===== src/design/assert_macros.svh =====
// Assertion macros shared by the frame parser RTL.
// Standalone header; no dependencies.
`ifndef ASSERT_MACROS_SVH
`define ASSERT_MACROS_SVH

`ifndef SYNTHESIS

// Checked only while out of reset.
`define SFP_ASSERT(label, clk, rst_n, prop, msg) \
    label: assert property (@(posedge clk) disable iff (!(rst_n)) (prop)) else $error(msg);

// Checked at every edge, reset included.
`define SFP_ASSERT_ALWAYS(label, clk, prop, msg) \
    label: assert property (@(posedge clk) (prop)) else $error(msg);

`else

`define SFP_ASSERT(label, clk, rst_n, prop, msg)
`define SFP_ASSERT_ALWAYS(label, clk, prop, msg)

`endif

`endif


===== src/design/sfp_pkg.sv =====
// Types, codes and helpers of the sensor frame parser.
// No dependencies; the top level, front end, queue and back end import it.
`default_nettype none

package sfp_pkg;

    localparam int unsigned HEADER_LAST = 6;   // header is bytes 0..6
    localparam int unsigned INNER_EXTRA = 4;   // inner length + 4 == payload length

    // configuration register indexes
    localparam logic [1:0] CFG_PACKAGE_START  = 2'd0;
    localparam logic [1:0] CFG_PACKAGE_END    = 2'd1;
    localparam logic [1:0] CFG_CONTENTS_START = 2'd2;
    localparam logic [1:0] CFG_CONTENTS_END   = 2'd3;

    localparam logic [7:0] RST_PACKAGE_START  = 8'hF1;
    localparam logic [7:0] RST_PACKAGE_END    = 8'hFD;
    localparam logic [7:0] RST_CONTENTS_START = 8'hA1;
    localparam logic [7:0] RST_CONTENTS_END   = 8'hED;

    localparam logic [1:0] STATUS_OK     = 2'd0;
    localparam logic [1:0] STATUS_MARKER = 2'd1;
    localparam logic [1:0] STATUS_LENGTH = 2'd2;

    localparam logic [1:0] SESSION_NONE    = 2'd0;
    localparam logic [1:0] SESSION_FAILED  = 2'd1;
    localparam logic [1:0] SESSION_SUCCESS = 2'd2;

    typedef enum logic {
        PH_HEADER,
        PH_PAYLOAD
    } t_phase;

    // what a byte means, decided by the front end
    typedef enum logic [3:0] {
        K_START,
        K_KEY,
        K_LEN_LO,
        K_LEN_HI,
        K_PAY_MARK,
        K_PAY_LEN_LO,
        K_PAY_LEN_HI,
        K_PAY_TYPE,
        K_PAY_BODY,
        K_END
    } t_kind;

    typedef struct packed {
        t_kind      kind;
        logic [7:0] data;
    } t_qitem;

    typedef struct packed {
        logic [7:0] package_start;
        logic [7:0] package_end;
        logic [7:0] contents_start;
        logic [7:0] contents_end;
    } t_cfg;

    typedef struct packed {
        logic [31:0] frame_key;
        logic [7:0]  message_type;
        logic [1:0]  frame_status;
        logic        start_mismatch;
        logic        end_mismatch;
        logic [15:0] payload_length;
        logic [31:0] failed_total;
        logic [31:0] accepted_total;
        logic [31:0] bytes_total;
        logic [1:0]  session_state;
    } t_result;

    function automatic logic [31:0] sat_inc(input logic [31:0] v);
        return (v == 32'hFFFF_FFFF) ? v : v + 32'd1;
    endfunction

endpackage

`default_nettype wire


===== src/design/sfp_if.sv =====
// Stream interfaces of the parser: byte input and frame result output.
// Valid/ready handshake; no package dependency.
`default_nettype none

interface sfp_byte_if;
    logic       valid;
    logic       ready;
    logic [7:0] data_byte;

    modport source(output valid, output data_byte, input ready);
    modport sink(input valid, input data_byte, output ready);
endinterface

interface sfp_result_if;
    logic        valid;
    logic        ready;
    logic [31:0] frame_key;
    logic [7:0]  message_type;
    logic [1:0]  frame_status;
    logic        start_mismatch;
    logic        end_mismatch;
    logic [15:0] payload_length;
    logic [31:0] failed_total;
    logic [31:0] accepted_total;
    logic [31:0] bytes_total;
    logic [1:0]  session_state;

    modport source(output valid, output frame_key, output message_type,
                   output frame_status, output start_mismatch, output end_mismatch,
                   output payload_length, output failed_total, output accepted_total,
                   output bytes_total, output session_state, input ready);
    modport sink(input valid, input frame_key, input message_type,
                 input frame_status, input start_mismatch, input end_mismatch,
                 input payload_length, input failed_total, input accepted_total,
                 input bytes_total, input session_state, output ready);
endinterface

`default_nettype wire


===== src/design/sensor_frame_parser.sv =====
// Top level of the sensor frame parser: config registers, front end, queue, back end.
// Uses sfp_pkg, sfp_if, sfp_front, sfp_queue, sfp_back.
//
//  port      dir  handshake      carries
//  i_in      in   valid/ready    data_byte, one stream byte per item
//  o_res     out  valid/ready    one frame result per end byte
//  i_cfg_*   in   write enable   register index and 8-bit value
//
// One byte per cycle sustained while the queue has space; the front end classifies in the cycle it accepts,
// the back end applies the byte the next cycle or later from the queue.
// An end byte reaches the result through the queue register and then the result register.
// Reset is synchronous and restores the default markers and clears all counters.
// A stalled result holds an end byte and the bytes queued behind it; earlier bytes drain into frame state.
`default_nettype none

module sensor_frame_parser #(
    parameter int unsigned QUEUE_DEPTH = 4
) (
    input  wire logic        i_clk,
    input  wire logic        i_rst_n,
    sfp_byte_if.sink         i_in,
    sfp_result_if.source     o_res,
    input  wire logic        i_cfg_we,
    input  wire logic [1:0]  i_cfg_idx,
    input  wire logic [7:0]  i_cfg_data
);
    import sfp_pkg::*;

    t_cfg    r_cfg;
    logic    w_space, w_push, w_q_valid, w_pop, w_out_valid;
    t_qitem  w_push_item, w_q_item;
    t_result w_out;

    always_ff @(posedge i_clk) begin
        if (!i_rst_n) begin
            r_cfg.package_start  <= RST_PACKAGE_START;
            r_cfg.package_end    <= RST_PACKAGE_END;
            r_cfg.contents_start <= RST_CONTENTS_START;
            r_cfg.contents_end   <= RST_CONTENTS_END;
        end else if (i_cfg_we) begin
            case (i_cfg_idx)
                CFG_PACKAGE_START:  r_cfg.package_start  <= i_cfg_data;
                CFG_PACKAGE_END:    r_cfg.package_end    <= i_cfg_data;
                CFG_CONTENTS_START: r_cfg.contents_start <= i_cfg_data;
                CFG_CONTENTS_END:   r_cfg.contents_end   <= i_cfg_data;
                default: ;
            endcase
        end
    end

    sfp_front u_front (
        .i_clk   (i_clk),
        .i_rst_n (i_rst_n),
        .i_valid (i_in.valid),
        .i_data  (i_in.data_byte),
        .i_space (w_space),
        .o_ready (i_in.ready),
        .o_push  (w_push),
        .o_item  (w_push_item)
    );

    sfp_queue #(
        .DEPTH (QUEUE_DEPTH)
    ) u_queue (
        .i_clk   (i_clk),
        .i_rst_n (i_rst_n),
        .i_push  (w_push),
        .i_item  (w_push_item),
        .i_pop   (w_pop),
        .o_space (w_space),
        .o_valid (w_q_valid),
        .o_item  (w_q_item)
    );

    sfp_back u_back (
        .i_clk       (i_clk),
        .i_rst_n     (i_rst_n),
        .i_cfg       (r_cfg),
        .i_q_valid   (w_q_valid),
        .i_q_item    (w_q_item),
        .o_pop       (w_pop),
        .o_out_valid (w_out_valid),
        .i_out_ready (o_res.ready),
        .o_out       (w_out)
    );

    assign o_res.valid          = w_out_valid;
    assign o_res.frame_key      = w_out.frame_key;
    assign o_res.message_type   = w_out.message_type;
    assign o_res.frame_status   = w_out.frame_status;
    assign o_res.start_mismatch = w_out.start_mismatch;
    assign o_res.end_mismatch   = w_out.end_mismatch;
    assign o_res.payload_length = w_out.payload_length;
    assign o_res.failed_total   = w_out.failed_total;
    assign o_res.accepted_total = w_out.accepted_total;
    assign o_res.bytes_total    = w_out.bytes_total;
    assign o_res.session_state  = w_out.session_state;

endmodule

`default_nettype wire


===== src/design/sfp_front.sv =====
// Front end: tracks frame position and tags each accepted byte with its role.
// Uses sfp_pkg and assert_macros.svh.
`default_nettype none
`include "assert_macros.svh"

module sfp_front (
    input  wire logic           i_clk,
    input  wire logic           i_rst_n,
    input  wire logic           i_valid,
    input  wire logic [7:0]     i_data,
    input  wire logic           i_space,    // queue can take an item
    output logic                o_ready,
    output logic                o_push,
    output sfp_pkg::t_qitem     o_item
);
    import sfp_pkg::*;

    t_phase      r_phase, n_phase;
    logic [15:0] r_pos, n_pos;
    logic [7:0]  r_len_lo, n_len_lo;
    logic [15:0] r_len, n_len;
    t_kind       w_kind;
    logic        w_accept;

    assign o_ready  = i_space;
    assign w_accept = i_valid && i_space;

    // role of the byte at the current position
    always_comb begin
        w_kind = K_START;
        case (r_phase)
            PH_HEADER: begin
                if (r_pos == 16'd0)      w_kind = K_START;
                else if (r_pos <= 16'd4) w_kind = K_KEY;
                else if (r_pos == 16'd5) w_kind = K_LEN_LO;
                else                     w_kind = K_LEN_HI;
            end
            PH_PAYLOAD: begin
                if (r_pos >= r_len)      w_kind = K_END;
                else if (r_pos == 16'd0) w_kind = K_PAY_MARK;
                else if (r_pos == 16'd1) w_kind = K_PAY_LEN_LO;
                else if (r_pos == 16'd2) w_kind = K_PAY_LEN_HI;
                else if (r_pos == 16'd3) w_kind = K_PAY_TYPE;
                else                     w_kind = K_PAY_BODY;
            end
            default: w_kind = K_START;
        endcase
    end

    always_comb begin
        o_push      = w_accept;
        o_item.kind = w_kind;
        o_item.data = i_data;
    end

    always_comb begin
        n_phase = r_phase;
        case (r_phase)
            PH_HEADER:  if (w_accept && w_kind == K_LEN_HI) n_phase = PH_PAYLOAD;
            PH_PAYLOAD: if (w_accept && w_kind == K_END)    n_phase = PH_HEADER;
            default:    n_phase = PH_HEADER;
        endcase
    end

    always_comb begin
        n_pos    = r_pos;
        n_len_lo = r_len_lo;
        n_len    = r_len;
        if (w_accept) begin
            if (w_kind == K_LEN_HI || w_kind == K_END) n_pos = 16'd0;
            else                                         n_pos = r_pos + 16'd1;
            if (w_kind == K_LEN_LO) n_len_lo = i_data;
            if (w_kind == K_LEN_HI) n_len    = {i_data, r_len_lo};
        end
    end

    always_ff @(posedge i_clk) begin
        if (!i_rst_n) begin
            r_phase  <= PH_HEADER;
            r_pos    <= 16'd0;
            r_len_lo <= 8'd0;
            r_len    <= 16'd0;
        end else begin
            r_phase  <= n_phase;
            r_pos    <= n_pos;
            r_len_lo <= n_len_lo;
            r_len    <= n_len;
        end
    end

    `SFP_ASSERT(a_header_pos, i_clk, i_rst_n, (r_phase == PH_HEADER) |-> (r_pos <= 16'(HEADER_LAST)), "header position ran past the header")
    `SFP_ASSERT(a_payload_pos, i_clk, i_rst_n, (r_phase == PH_PAYLOAD) |-> (r_pos <= r_len), "payload position ran past the length")

endmodule

`default_nettype wire


===== src/design/sfp_queue.sv =====
// Short flop queue of tagged bytes between front and back end.
// Uses sfp_pkg and assert_macros.svh.
`default_nettype none
`include "assert_macros.svh"

module sfp_queue #(
    parameter int unsigned DEPTH = 4
) (
    input  wire logic            i_clk,
    input  wire logic            i_rst_n,
    input  wire logic            i_push,
    input  wire sfp_pkg::t_qitem i_item,
    input  wire logic            i_pop,
    output logic                 o_space,
    output logic                 o_valid,
    output sfp_pkg::t_qitem      o_item
);
    import sfp_pkg::*;

    localparam int unsigned PW = (DEPTH > 1) ? $clog2(DEPTH) : 1;
    localparam int unsigned CW = $clog2(DEPTH + 1);

    t_qitem        r_mem [DEPTH];
    logic [PW-1:0] r_wr_ptr, n_wr_ptr;
    logic [PW-1:0] r_rd_ptr, n_rd_ptr;
    logic [CW-1:0] r_count, n_count;

    assign o_space = (r_count != CW'(DEPTH));
    assign o_valid = (r_count != '0);
    assign o_item  = r_mem[r_rd_ptr];

    always_comb begin
        n_wr_ptr = r_wr_ptr;
        n_rd_ptr = r_rd_ptr;
        n_count  = r_count;
        if (i_push) n_wr_ptr = (r_wr_ptr == PW'(DEPTH - 1)) ? '0 : r_wr_ptr + PW'(1);
        if (i_pop)  n_rd_ptr = (r_rd_ptr == PW'(DEPTH - 1)) ? '0 : r_rd_ptr + PW'(1);
        if (i_push && !i_pop)      n_count = r_count + CW'(1);
        else if (!i_push && i_pop) n_count = r_count - CW'(1);
    end

    always_ff @(posedge i_clk) begin
        if (!i_rst_n) begin
            r_wr_ptr <= '0;
            r_rd_ptr <= '0;
            r_count  <= '0;
        end else begin
            r_wr_ptr <= n_wr_ptr;
            r_rd_ptr <= n_rd_ptr;
            r_count  <= n_count;
        end
    end

    always_ff @(posedge i_clk) begin
        if (i_push) r_mem[r_wr_ptr] <= i_item;
    end

    `SFP_ASSERT(a_no_overflow, i_clk, i_rst_n, i_push |-> o_space, "push into a full queue")
    `SFP_ASSERT(a_no_underflow, i_clk, i_rst_n, i_pop |-> o_valid, "pop from an empty queue")

endmodule

`default_nettype wire


===== src/design/sfp_back.sv =====
// Back end: applies tagged bytes to frame state, checks, counts, holds the result.
// Uses sfp_pkg and assert_macros.svh.
`default_nettype none
`include "assert_macros.svh"

module sfp_back (
    input  wire logic            i_clk,
    input  wire logic            i_rst_n,
    input  wire sfp_pkg::t_cfg   i_cfg,
    input  wire logic            i_q_valid,
    input  wire sfp_pkg::t_qitem i_q_item,
    output logic                 o_pop,
    output logic                 o_out_valid,
    input  wire logic            i_out_ready,
    output sfp_pkg::t_result     o_out
);
    import sfp_pkg::*;

    logic [31:0] r_key;
    logic [15:0] r_len;
    logic        r_first_ok;
    logic [15:0] r_inner;
    logic [7:0]  r_type;
    logic [7:0]  r_prev;
    logic        r_start_bad;
    logic [31:0] r_fail, n_fail;
    logic [31:0] r_succ, n_succ;
    logic [31:0] r_bytes, n_bytes;
    logic        r_out_valid;
    t_result     r_out, n_out;

    logic        w_end;
    logic [1:0]  w_status;
    logic [7:0]  b;

    assign b     = i_q_item.data;
    assign w_end = (i_q_item.kind == K_END);
    // an end byte waits until the result register is free
    assign o_pop = i_q_valid && (!w_end || !r_out_valid || i_out_ready);

    always_comb begin
        if (r_len == 16'd0 || !r_first_ok || r_prev != i_cfg.contents_end)
            w_status = STATUS_MARKER;
        else if (({1'b0, r_inner} + 17'(INNER_EXTRA)) != {1'b0, r_len})
            w_status = STATUS_LENGTH;
        else
            w_status = STATUS_OK;
    end

    always_comb begin
        n_bytes = sat_inc(r_bytes);
        n_succ  = r_succ;
        n_fail  = r_fail;
        if (w_end) begin
            if (w_status == STATUS_OK) n_succ = sat_inc(r_succ);
            else                       n_fail = sat_inc(r_fail);
        end
        n_out.frame_key      = r_key;
        n_out.message_type   = (w_status == STATUS_OK) ? r_type : 8'd0;
        n_out.frame_status   = w_status;
        n_out.start_mismatch = r_start_bad;
        n_out.end_mismatch   = (b != i_cfg.package_end);
        n_out.payload_length = r_len;
        n_out.failed_total   = n_fail;
        n_out.accepted_total = n_succ;
        n_out.bytes_total    = n_bytes;
        if (n_succ != 32'd0)      n_out.session_state = SESSION_SUCCESS;
        else if (n_fail != 32'd0) n_out.session_state = SESSION_FAILED;
        else                      n_out.session_state = SESSION_NONE;
    end

    always_ff @(posedge i_clk) begin
        if (!i_rst_n) begin
            r_key       <= 32'd0;
            r_len       <= 16'd0;
            r_first_ok  <= 1'b0;
            r_inner     <= 16'd0;
            r_type      <= 8'd0;
            r_prev      <= 8'd0;
            r_start_bad <= 1'b0;
            r_fail      <= 32'd0;
            r_succ      <= 32'd0;
            r_bytes     <= 32'd0;
            r_out_valid <= 1'b0;
        end else begin
            if (o_pop) begin
                r_bytes <= n_bytes;
                r_fail  <= n_fail;
                r_succ  <= n_succ;
                r_prev  <= b;
                case (i_q_item.kind)
                    K_START:      r_start_bad <= (b != i_cfg.package_start);
                    K_KEY:        r_key       <= {b, r_key[31:8]};
                    K_LEN_LO:     r_len       <= {8'd0, b};
                    K_LEN_HI: begin
                        r_len      <= {b, r_len[7:0]};
                        r_first_ok <= 1'b0;
                        r_inner    <= 16'd0;
                        r_type     <= 8'd0;
                    end
                    K_PAY_MARK:   r_first_ok  <= (b == i_cfg.contents_start);
                    K_PAY_LEN_LO: r_inner     <= {r_inner[15:8], b};
                    K_PAY_LEN_HI: r_inner     <= {b, r_inner[7:0]};
                    K_PAY_TYPE:   r_type      <= b;
                    default: ;
                endcase
            end
            if (o_pop && w_end)   r_out_valid <= 1'b1;
            else if (i_out_ready) r_out_valid <= 1'b0;
        end
    end

    always_ff @(posedge i_clk) begin
        if (o_pop && w_end) r_out <= n_out;
    end

    assign o_out_valid = r_out_valid;
    assign o_out       = r_out;

    `SFP_ASSERT(a_end_gives_result, i_clk, i_rst_n, (o_pop && w_end) |=> r_out_valid, "end byte consumed without a result")
    `SFP_ASSERT(a_no_overwrite, i_clk, i_rst_n, (o_pop && w_end && r_out_valid) |-> i_out_ready, "pending result overwritten")

endmodule

`default_nettype wire

===== src/flat_wrapper.sv =====
// flat-port wrapper written by rule: the top's interface ports become plain ports
module sensor_frame_parser_flat import sfp_pkg::*;
#(
    parameter int unsigned QUEUE_DEPTH = 4
)
  (i_clk, i_rst_n, i_cfg_we, i_cfg_idx, i_cfg_data, i_in_valid, i_in_data_byte, i_in_ready, o_res_valid, o_res_frame_key, o_res_message_type, o_res_frame_status, o_res_start_mismatch, o_res_end_mismatch, o_res_payload_length, o_res_failed_total, o_res_accepted_total, o_res_bytes_total, o_res_session_state, o_res_ready);
  sfp_byte_if i_in_i ();
  sfp_result_if o_res_i ();
  input  wire logic i_clk;
  input  wire logic i_rst_n;
  input  wire logic i_cfg_we;
  input  wire logic [1:0] i_cfg_idx;
  input  wire logic [7:0] i_cfg_data;
  input wire logic [$bits(i_in_i.valid)-1:0] i_in_valid;
  input wire logic [$bits(i_in_i.data_byte)-1:0] i_in_data_byte;
  output wire logic [$bits(i_in_i.ready)-1:0] i_in_ready;
  output wire logic [$bits(o_res_i.valid)-1:0] o_res_valid;
  output wire logic [$bits(o_res_i.frame_key)-1:0] o_res_frame_key;
  output wire logic [$bits(o_res_i.message_type)-1:0] o_res_message_type;
  output wire logic [$bits(o_res_i.frame_status)-1:0] o_res_frame_status;
  output wire logic [$bits(o_res_i.start_mismatch)-1:0] o_res_start_mismatch;
  output wire logic [$bits(o_res_i.end_mismatch)-1:0] o_res_end_mismatch;
  output wire logic [$bits(o_res_i.payload_length)-1:0] o_res_payload_length;
  output wire logic [$bits(o_res_i.failed_total)-1:0] o_res_failed_total;
  output wire logic [$bits(o_res_i.accepted_total)-1:0] o_res_accepted_total;
  output wire logic [$bits(o_res_i.bytes_total)-1:0] o_res_bytes_total;
  output wire logic [$bits(o_res_i.session_state)-1:0] o_res_session_state;
  input wire logic [$bits(o_res_i.ready)-1:0] o_res_ready;
  assign i_in_i.valid = i_in_valid;
  assign i_in_i.data_byte = i_in_data_byte;
  assign i_in_ready = i_in_i.ready;
  assign o_res_valid = o_res_i.valid;
  assign o_res_frame_key = o_res_i.frame_key;
  assign o_res_message_type = o_res_i.message_type;
  assign o_res_frame_status = o_res_i.frame_status;
  assign o_res_start_mismatch = o_res_i.start_mismatch;
  assign o_res_end_mismatch = o_res_i.end_mismatch;
  assign o_res_payload_length = o_res_i.payload_length;
  assign o_res_failed_total = o_res_i.failed_total;
  assign o_res_accepted_total = o_res_i.accepted_total;
  assign o_res_bytes_total = o_res_i.bytes_total;
  assign o_res_session_state = o_res_i.session_state;
  assign o_res_i.ready = o_res_ready;
  sensor_frame_parser #(.QUEUE_DEPTH(QUEUE_DEPTH)) u_core (.i_clk(i_clk), .i_rst_n(i_rst_n), .i_in(i_in_i), .o_res(o_res_i), .i_cfg_we(i_cfg_we), .i_cfg_idx(i_cfg_idx), .i_cfg_data(i_cfg_data));
endmodule

===== config.mk =====
export PLATFORM = sky130hd
export DESIGN_NAME = sensor_frame_parser_flat
export DESIGN_NICKNAME = d
export VERILOG_FILES = /design/src/design/sfp_pkg.sv /design/src/design/sfp_if.sv /design/src/design/sensor_frame_parser.sv /design/src/design/sfp_front.sv /design/src/design/sfp_queue.sv /design/src/design/sfp_back.sv /design/src/flat_wrapper.sv
export VERILOG_INCLUDE_DIRS = /design/src /design/src/design
export SDC_FILE = /design/constraint.sdc
export NUM_CORES = 1
export LEC_CHECK = 0
export ABC_AREA = 1
export BUFFER_PORTS_ARGS = -buffer_cell sky130_fd_sc_hd__buf_2
export CAP_MARGIN = 40
export CORE_UTILIZATION = 27
export CTS_CLUSTER_SIZE = 30
export DETAILED_ROUTE_END_ITERATION = 8
export GPL_ROUTABILITY_DRIVEN = 1
export HOLD_SLACK_MARGIN = 0.05
export MAX_ROUTING_LAYER = met4
export PLACE_DENSITY = 0.52
export SYNTH_ARGS = -nofsm -noshare
export SYNTH_HDL_FRONTEND = slang
export SYNTH_SLANG_ARGS = --single-unit

===== constraint.sdc =====
create_clock -name i_clk -period 15.2 [get_ports i_clk]
set_input_delay 1.52 -clock i_clk [delete_from_list [all_inputs] [get_ports i_clk]]
set_output_delay 1.52 -clock i_clk [all_outputs]
set_load 0.02 [all_outputs]

==> out/metrics.csv, run 1 <==
stage,metric,value,unit
drt,final WL,58.8,mm
clock_network,CTS Buffer Depth,3,
synth,Syn Area/Cell,8.20,um2
drt,Final ANT Viol Nets,0,
sta,Tmin final,4.69,ns
setup_path,CP arrival,4.91,ns
synth,Post-Syn Nets,2687,
synth,most frequent cell after synthesis,nand2_1,
grt,total global-route track usage,14.6,%
setup_path,R2R setup slack,10.51,ns
hold_path,hold path cells,0,
sta,Fin. Hold Viols,0,
clock_network,cts hold-fix bufs,0,
synth,ys async rst share,0,%
final_layout,final core occ,32.4,%
floorplanning,core area,0.0791,mm2
power,sequential power share,39.5,%
power,Int Pwr,2.95,mW
setup_path,Crit Path Class,register to register,
sta,Final setup viols,0,
sta,Final period util,30.8,%
synth,ys flop type,dfxtp_1,
final_layout,register area,0.0114,mm2
grt,"Remaining Overflow, GRT",0,
sta,Fin Clk Skew,0.0310,ns
power,Lkg Pwr,10.4,nW
sta,Least-Margin Pin Slew,0.874,ns
sta,PnR worst setup slack,10.51,ns
synth,Synth top cells by count,"nand2_1 (523), inv_1 (353), nor2_1 (322), dfxtp_1 (261), edfxtp_1 (206)",
power,Clock Power Share,29.6,%
placement,Placement Setup Slack,10.49,ns
clock_network,CTS resizes,0,
drt,first-pass iteration count of the detailed router,5,
grt,antenna violations before repair,1,
floorplanning,die height,285,um
clock_network,H-tree level count,2,
synth,Yosys warnings,0,
final_layout,multi-input combinational cell area,0.00844,mm2
hold_path,Hold Path Class,register to register,
grt,vias in the first global route,16300,
synth,top post-synthesis cells by area,"edfxtp_1 (29%), dfxtp_1 (24%), nand2_1 (9.1%)",
hold_path,Worst Hold Launch,u_core.u_back.r_key[6],
placement,dpl cell area,0.0237,mm2
synth,Mapped Area,0.0216,mm2
sta,sum of negative setup slack,0,ns
grt,largest net degree at the start of global routing,80,
power,Comb power frac,30.9,%
drt,DRC,0,
clock_network,"Reg clk slew, reported paths",0.06,ns
sta,unrepaired setup endpoints after global routing,no,
floorplanning,cell row count,103,
synth,Yosys top cell area share,28.6,%
placement,post-DP HPWL,41.7,mm
grt,first-pass GRT wire length,92.0,mm
synth,"EDFF count, synth",206,
final_layout,share of layout cells above drive strength 1,12.0,%
drt,1st-iter DRT viols,972,
setup_path,Worst Path Max Fanout,63,
sta,Max-slew headroom,41.5,%
drt,via count,17500,
power,Max rail drop VDD,0.0000827,V
floorplanning,Starting Density,27.3,%
clock_network,CTS tree,built,
clock_network,CTS Buf Count,55,
setup_path,Worst R2R Path Depth,13,
power,power per cell area,186,mW/mm2
final_layout,area of all placed cells without fillers,0.0256,mm2
synth,register area share after synthesis,52.8,%
job,Maximum Capacitance Violations,0,
drt,Vias/cell,4.48,
power,Net Switching,1.81,mW
power,total power draw,4.76,mW
run_status,status,completed,
setup_path,end of the worst register-to-register path,u_core.u_back.o_out[138],
setup_path,WP data required,15.42,ns
sta,Highest Clock Rate,213,MHz
floorplanning,Ports,183,
final_layout,Area Growth Syn to Fin,18.6,%
setup_path,Critical Path Source Type,register,
final_layout,# fillers,8402,
sta,final slew viol count,0,
clock_network,Setup Buffers After CTS,0,
synth,#FFs+latches synth,467,
power,Net Sw Frac,38.0,%
final_layout,Nets,2858,
synth,post-synth top area cell,edfxtp_1,
setup_path,CP Capture Type,register,
synth,Mapped Cells,2633,
clock_network,Root Driver,clkbuf_16,
placement,PortBufs,182,
hold_path,hold endpoint,u_core.u_back.o_out[132],
floorplanning,die width,285,um
floorplanning,die area,0.0811,mm2
clock_network,CTS Sinks,467,
synth,post-synthesis cell type count,46,
placement,routability cong.,0.850,
drt,Wirelength per Cell,15.1,um
clock_network,worst-skew pair later-pin latency,0.61,ns
==> final cells by class <==
class,count,share of cell area [%]
timing repair buffer,199,4.33
tap,1050,5.13
antenna,2,0.0195
clock buffer,74,5.89
inverter,368,5.43
multi-input combinational,1713,32.9
sequential,467,44.5
clock inverter,30,1.71
==> critical path, cell delays in order (launching register included) <==
cell and delay [ns]:
dfxtp_1 0.76, inv_2 0.35, nor2_1 0.17, nor2_1 0.05
o21ai_0 0.09, nand2_1 0.13, nand2_2 0.16, nor2_8 0.13
nand2_1 0.14, nand2_4 0.35, inv_2 0.55, nand2_1 0.21
inv_6 0.34, buf_4 0.70
==> sequential cells by signal, indices dropped and copies added (netlist names), 2 cells and up, named ones only <==
name                     cells
u_core.u_front.r_len        16
u_core.u_queue.r_count       3
u_core.u_front.r_len_lo      8
u_core.u_back.r_prev         8
u_core.u_back.r_fail        32
u_core.r_cfg                32
u_core.u_queue.r_wr_ptr      2
u_core.u_back.r_type         8
u_core.u_back.r_inner       16
u_core.u_queue.r_mem        48
u_core.u_back.o_out        158
u_core.u_queue.r_rd_ptr      2
u_core.u_front.r_pos        16
u_core.u_back.r_len         16
u_core.u_back.r_succ        32
u_core.u_back.r_key         32
u_core.u_back.r_bytes       32
==> worst max path at each step <==
stage | from | end | slack, ns | depth (start not counted)
floorplan | o_res_ready | u_core.u_back.o_out[0] | 9.37 | 8
global placement | register | u_core.u_back.o_out[154] | 9.66 | 13
detailed placement | register | u_core.u_back.o_out[154] | 10.49 | 13
CTS | register | u_core.u_back.o_out[146] | 10.47 | 13
global route | register | u_core.u_back.o_out[146] | 9.99 | 13
finish | register | u_core.u_back.o_out[138] | 10.51 | 13
==> cells in the final DEF, fill, tap and decap left out, types with 14 or more instances in the layout <==
cell / Yosys / final
nand2_1: 523 / 522
inv_1: 353 / 351
nor2_1: 322 / 322
dfxtp_1: 261 / 261
edfxtp_1: 206 / 206
o21ai_0: 186 / 186
buf_2: 14 / 183
a21oi_1: 164 / 164
nand3_1: 159 / 159
nand4_1: 70 / 70
nor3_1: 64 / 64
clkbuf_16: 0 / 56
xor2_1: 46 / 46
ha_1: 30 / 30
a211oi_1: 20 / 20
xnor2_1: 18 / 18
nor4_1: 14 / 14
clkbuf_1: 60 / 14
==> power groups by stage <==
stage,registers (mW),logic (mW),clock network (mW)
after floorplan,1.91,0.992,0
after global placement,1.90,1.45,0
after detailed placement,1.90,1.49,0
after CTS,1.88,1.50,1.46
after global routing,1.92,1.68,1.50
final,1.88,1.47,1.41
==> metal layers <==
layer / global-route usage, % / part of all wire (%)
met1: 19.1 / 47
met2: 23.5 / 47
met3: 2.19 / 4.0
met4: 3.72 / 1.9
met5: - / 0
==> through the flow <==
| step | hold WS [ns] | std cells |
|---|---|---|
| 2_1_floorplan | 0.408 | 2633 |
| 3_3_place_gp | 0.414 | 3788 |
| 3_5_place_dp | 0.415 | 3797 |
| 4_1_cts | 0.429 | 3901 |
| 5_1_grt | 0.448 | 3902 |
| 6_report | 0.430 | 3903 |
==> kinds of logic (layout without fill, tap and decap cells) <==
kind of cell	after synthesis	count (layout)	synth area share, %
XOR/XNOR	64	64	2.60
buffers and inverters	453	671	8.12
other	0	2	0
adder cells (fa/ha/maj)	31	31	1.83
flip-flops	467	467	52.8
AO/OA/AOI/OAI	420	420	10.4
AND/OR/NAND/NOR	1198	1198	24.2
Power figures use the tool's default switching activity.
==> inputs of run 2 (changes only) <==
- PLACE_DENSITY: 0.52 -> 0.54
- clock period: 15.2 -> 4.1 ns (I/O delays scaled with it)
==> run 2 against run 1 <==
Effect of this change:
- clock skew rose by 0.022 ns
- power rose to 3.6 times the previous value
- non-clock buffer count is 25 higher
- critical path depth is 6 higher
- design area up 0.18%
- register-to-register slack got worse by 9.9 ns
- routed wire length grew 1.2%
- hold slack lost 0.33 ns
- highest routed layer unchanged
==> out/metrics.csv, run 2 (synthesis results as in run 1) <==
stage,metric,value,unit
run_status,status,completed,
clock_network,H-tree level count,2,
hold_path,Hold Path Class,primary input to register,
sta,sum of negative setup slack,0,ns
placement,routability cong.,0.884,
final_layout,area of all placed cells without fillers,0.0257,mm2
setup_path,"Slowest-stage cell, CP",dfxtp_1,
setup_path,Critical Path Source Type,register,
clock_network,CTS Buf Count,54,
power,Net Switching,6.80,mW
final_layout,most frequent cells in the layout,"nand2_1 (519), inv_1 (350), nor2_1 (322)",
placement,dpl cell area,0.0238,mm2
clock_network,CTS Sinks,467,
power,Comb power frac,31.6,%
power,Max rail drop VDD,0.000481,V
final_layout,share of layout cells above drive strength 1,12.5,%
power,sequential power share,40.6,%
grt,largest net degree at the start of global routing,158,
clock_network,Setup Buffers After CTS,0,
final_layout,register area,0.0114,mm2
setup_path,CP endpoint,u_core.u_back.o_out[0],
setup_path,WP data required,4.49,ns
grt,met3 track demand over resource,2.24,%
clock_network,Root Driver,clkbuf_16,
sta,final hold slack,0.0989,ns
drt,1st-iter DRT viols,1088,
sta,Tmin final,3.52,ns
grt,layer with the highest usage,met2,
grt,met1 GRT Util,19.1,%
power,Lkg Pwr,10.4,nW
clock_network,worst-skew pair later-pin latency,0.64,ns
floorplanning,die height,285,um
grt,vias in the first global route,16700,
clock_network,CTS Buffer Depth,3,
floorplanning,cell row count,103,
power,power per cell area,672,mW/mm2
final_layout,Non-Filler Instances,3926,
sta,Fin Clk Skew,0.0534,ns
placement,Placement Setup Slack,0.562,ns
grt,total global-route track usage,14.9,%
power,total power draw,17.2,mW
sta,Final setup viols,0,
grt,"Remaining Overflow, GRT",0,
sta,Highest Clock Rate,284,MHz
power,Clock Power Share,27.9,%
setup_path,CP arrival,3.91,ns
setup_path,CP startpoint,u_core.u_back.r_fail[0],
sta,PnR worst setup slack,0.576,ns
sta,Final period util,86.0,%
grt,GRT met2 Usage,24.4,%
clock_network,"Reg clk slew, reported paths",0.06,ns
drt,DRC,0,
floorplanning,Ports,183,
final_layout,Area Growth Syn to Fin,18.8,%
floorplanning,die width,285,um
placement,placed insts,3813,
setup_path,end of the worst register-to-register path,u_core.u_back.o_out[0],
placement,post-DP HPWL,41.8,mm
setup_path,Worst R2R Path Depth,19,
clock_network,cts hold-fix bufs,9,
power,Int Pwr,10.4,mW
setup_path,crit-path max cell delay,0.43,ns
setup_path,"most used cell, CP",nor2_1,
drt,Final ANT Viol Nets,0,
placement,PortBufs,182,
drt,via count,17800,
final_layout,final core occ,32.4,%
setup_path,Worst Path Max Fanout,8,
drt,Wirelength per Cell,15.2,um
grt,first-pass GRT wire length,93.7,mm
setup_path,"Critical Path, Cell by Cell",ha_1 > inv_1 > nor2_1 > nand2_1 > nor2_1 > nand3_1 > buf_4 > nand2_1 > nor3_2 > inv_1 > nor2_1 > nand3_1 > nand2_1 > nor2_1 > nand2_1 > nor2_1 > nand2_1 > nor2_1 > nor2_1,
final_layout,multi-input combinational cell area,0.00847,mm2
setup_path,Crit path max-delay family,simple AND/OR/NAND/NOR gates,
clock_network,CTS resizes,0,
sta,final slew viol count,0,
drt,first-pass iteration count of the detailed router,5,
setup_path,worst path bufs/invs,3,
floorplanning,die area,0.0811,mm2
job,Maximum Capacitance Violations,0,
final_layout,# fillers,8357,
setup_path,Crit Path Class,register to register,
sta,Least-Margin Pin Slew,1.18,ns
sta,unrepaired setup endpoints after global routing,no,
floorplanning,core area,0.0791,mm2
sta,Fin. Hold Viols,0,
final_layout,"commonest non-fill, non-tap cell in the layout",nand2_1,
final_layout,number of flip-flops in the largest register,158,
final_layout,Nets,2882,
setup_path,RR Startpoint,u_core.u_back.r_fail[0],
floorplanning,Starting Density,27.3,%
clock_network,CTS tree,built,
setup_path,CP Depth,19,
setup_path,CP Capture Type,register,
grt,antenna violations before repair,2,
setup_path,R2R setup slack,0.58,ns
power,Net Sw Frac,39.4,%
drt,Vias/cell,4.53,
drt,final WL,59.6,mm
sta,Max-slew headroom,21.5,%
## run 2: cell types whose count changed in the layout (fill, tap and decap cells not counted), sizes merged
cell and change:
bufinv -9, buf +16, clkinvlp +5, dlygate4sd3 +9, clkinv +2
## run 2: layout make-up
type | count | area share (%)
flip-flops and latches | 467 | 44.5
multi-input cells | 1713 | 33.0
clock buffers | 74 | 5.92
inverters | 368 | 5.44
well taps | 1050 | 5.12
repair buffers | 224 | 5.01
clock inverters | 28 | 1.01
diodes | 2 | 0.0195
## run 2: how the worst min path moves through the flow
stage                            endpoint  cells after the start                 startpoint
6_report       u_core.u_queue.r_mem[3][4]                      1          i_in_data_byte[4]
4_1_cts                  u_core.r_cfg[16]                      3              i_cfg_data[0]
2_1_floorplan    u_core.u_back.o_out[115]                      0  u_core.u_back.r_start_bad
3_3_place_gp     u_core.u_back.o_out[126]                      0     u_core.u_back.r_key[0]
5_1_grt        u_core.u_queue.r_mem[2][4]                      1          i_in_data_byte[4]
3_5_place_dp     u_core.u_back.o_out[126]                      0     u_core.u_back.r_key[0]
## run 2: per-layer routing
layer,vias up,wire [um]
met4,0,1430
met5,-,0
met2,347,28300
li1,9060,-
met1,8279,27400
met3,95,2430
## run 2: power by group through the flow
stage / Combinational (mW) / Sequential, mW / Clock (mW)
5_1_grt: 6.15 / 7.13 / 5.14
3_3_place_gp: 5.44 / 7.09 / 0
6_report: 5.44 / 6.99 / 4.80
4_1_cts: 5.52 / 6.99 / 4.96
2_1_floorplan: 3.73 / 7.08 / 0
3_5_place_dp: 5.49 / 7.08 / 0
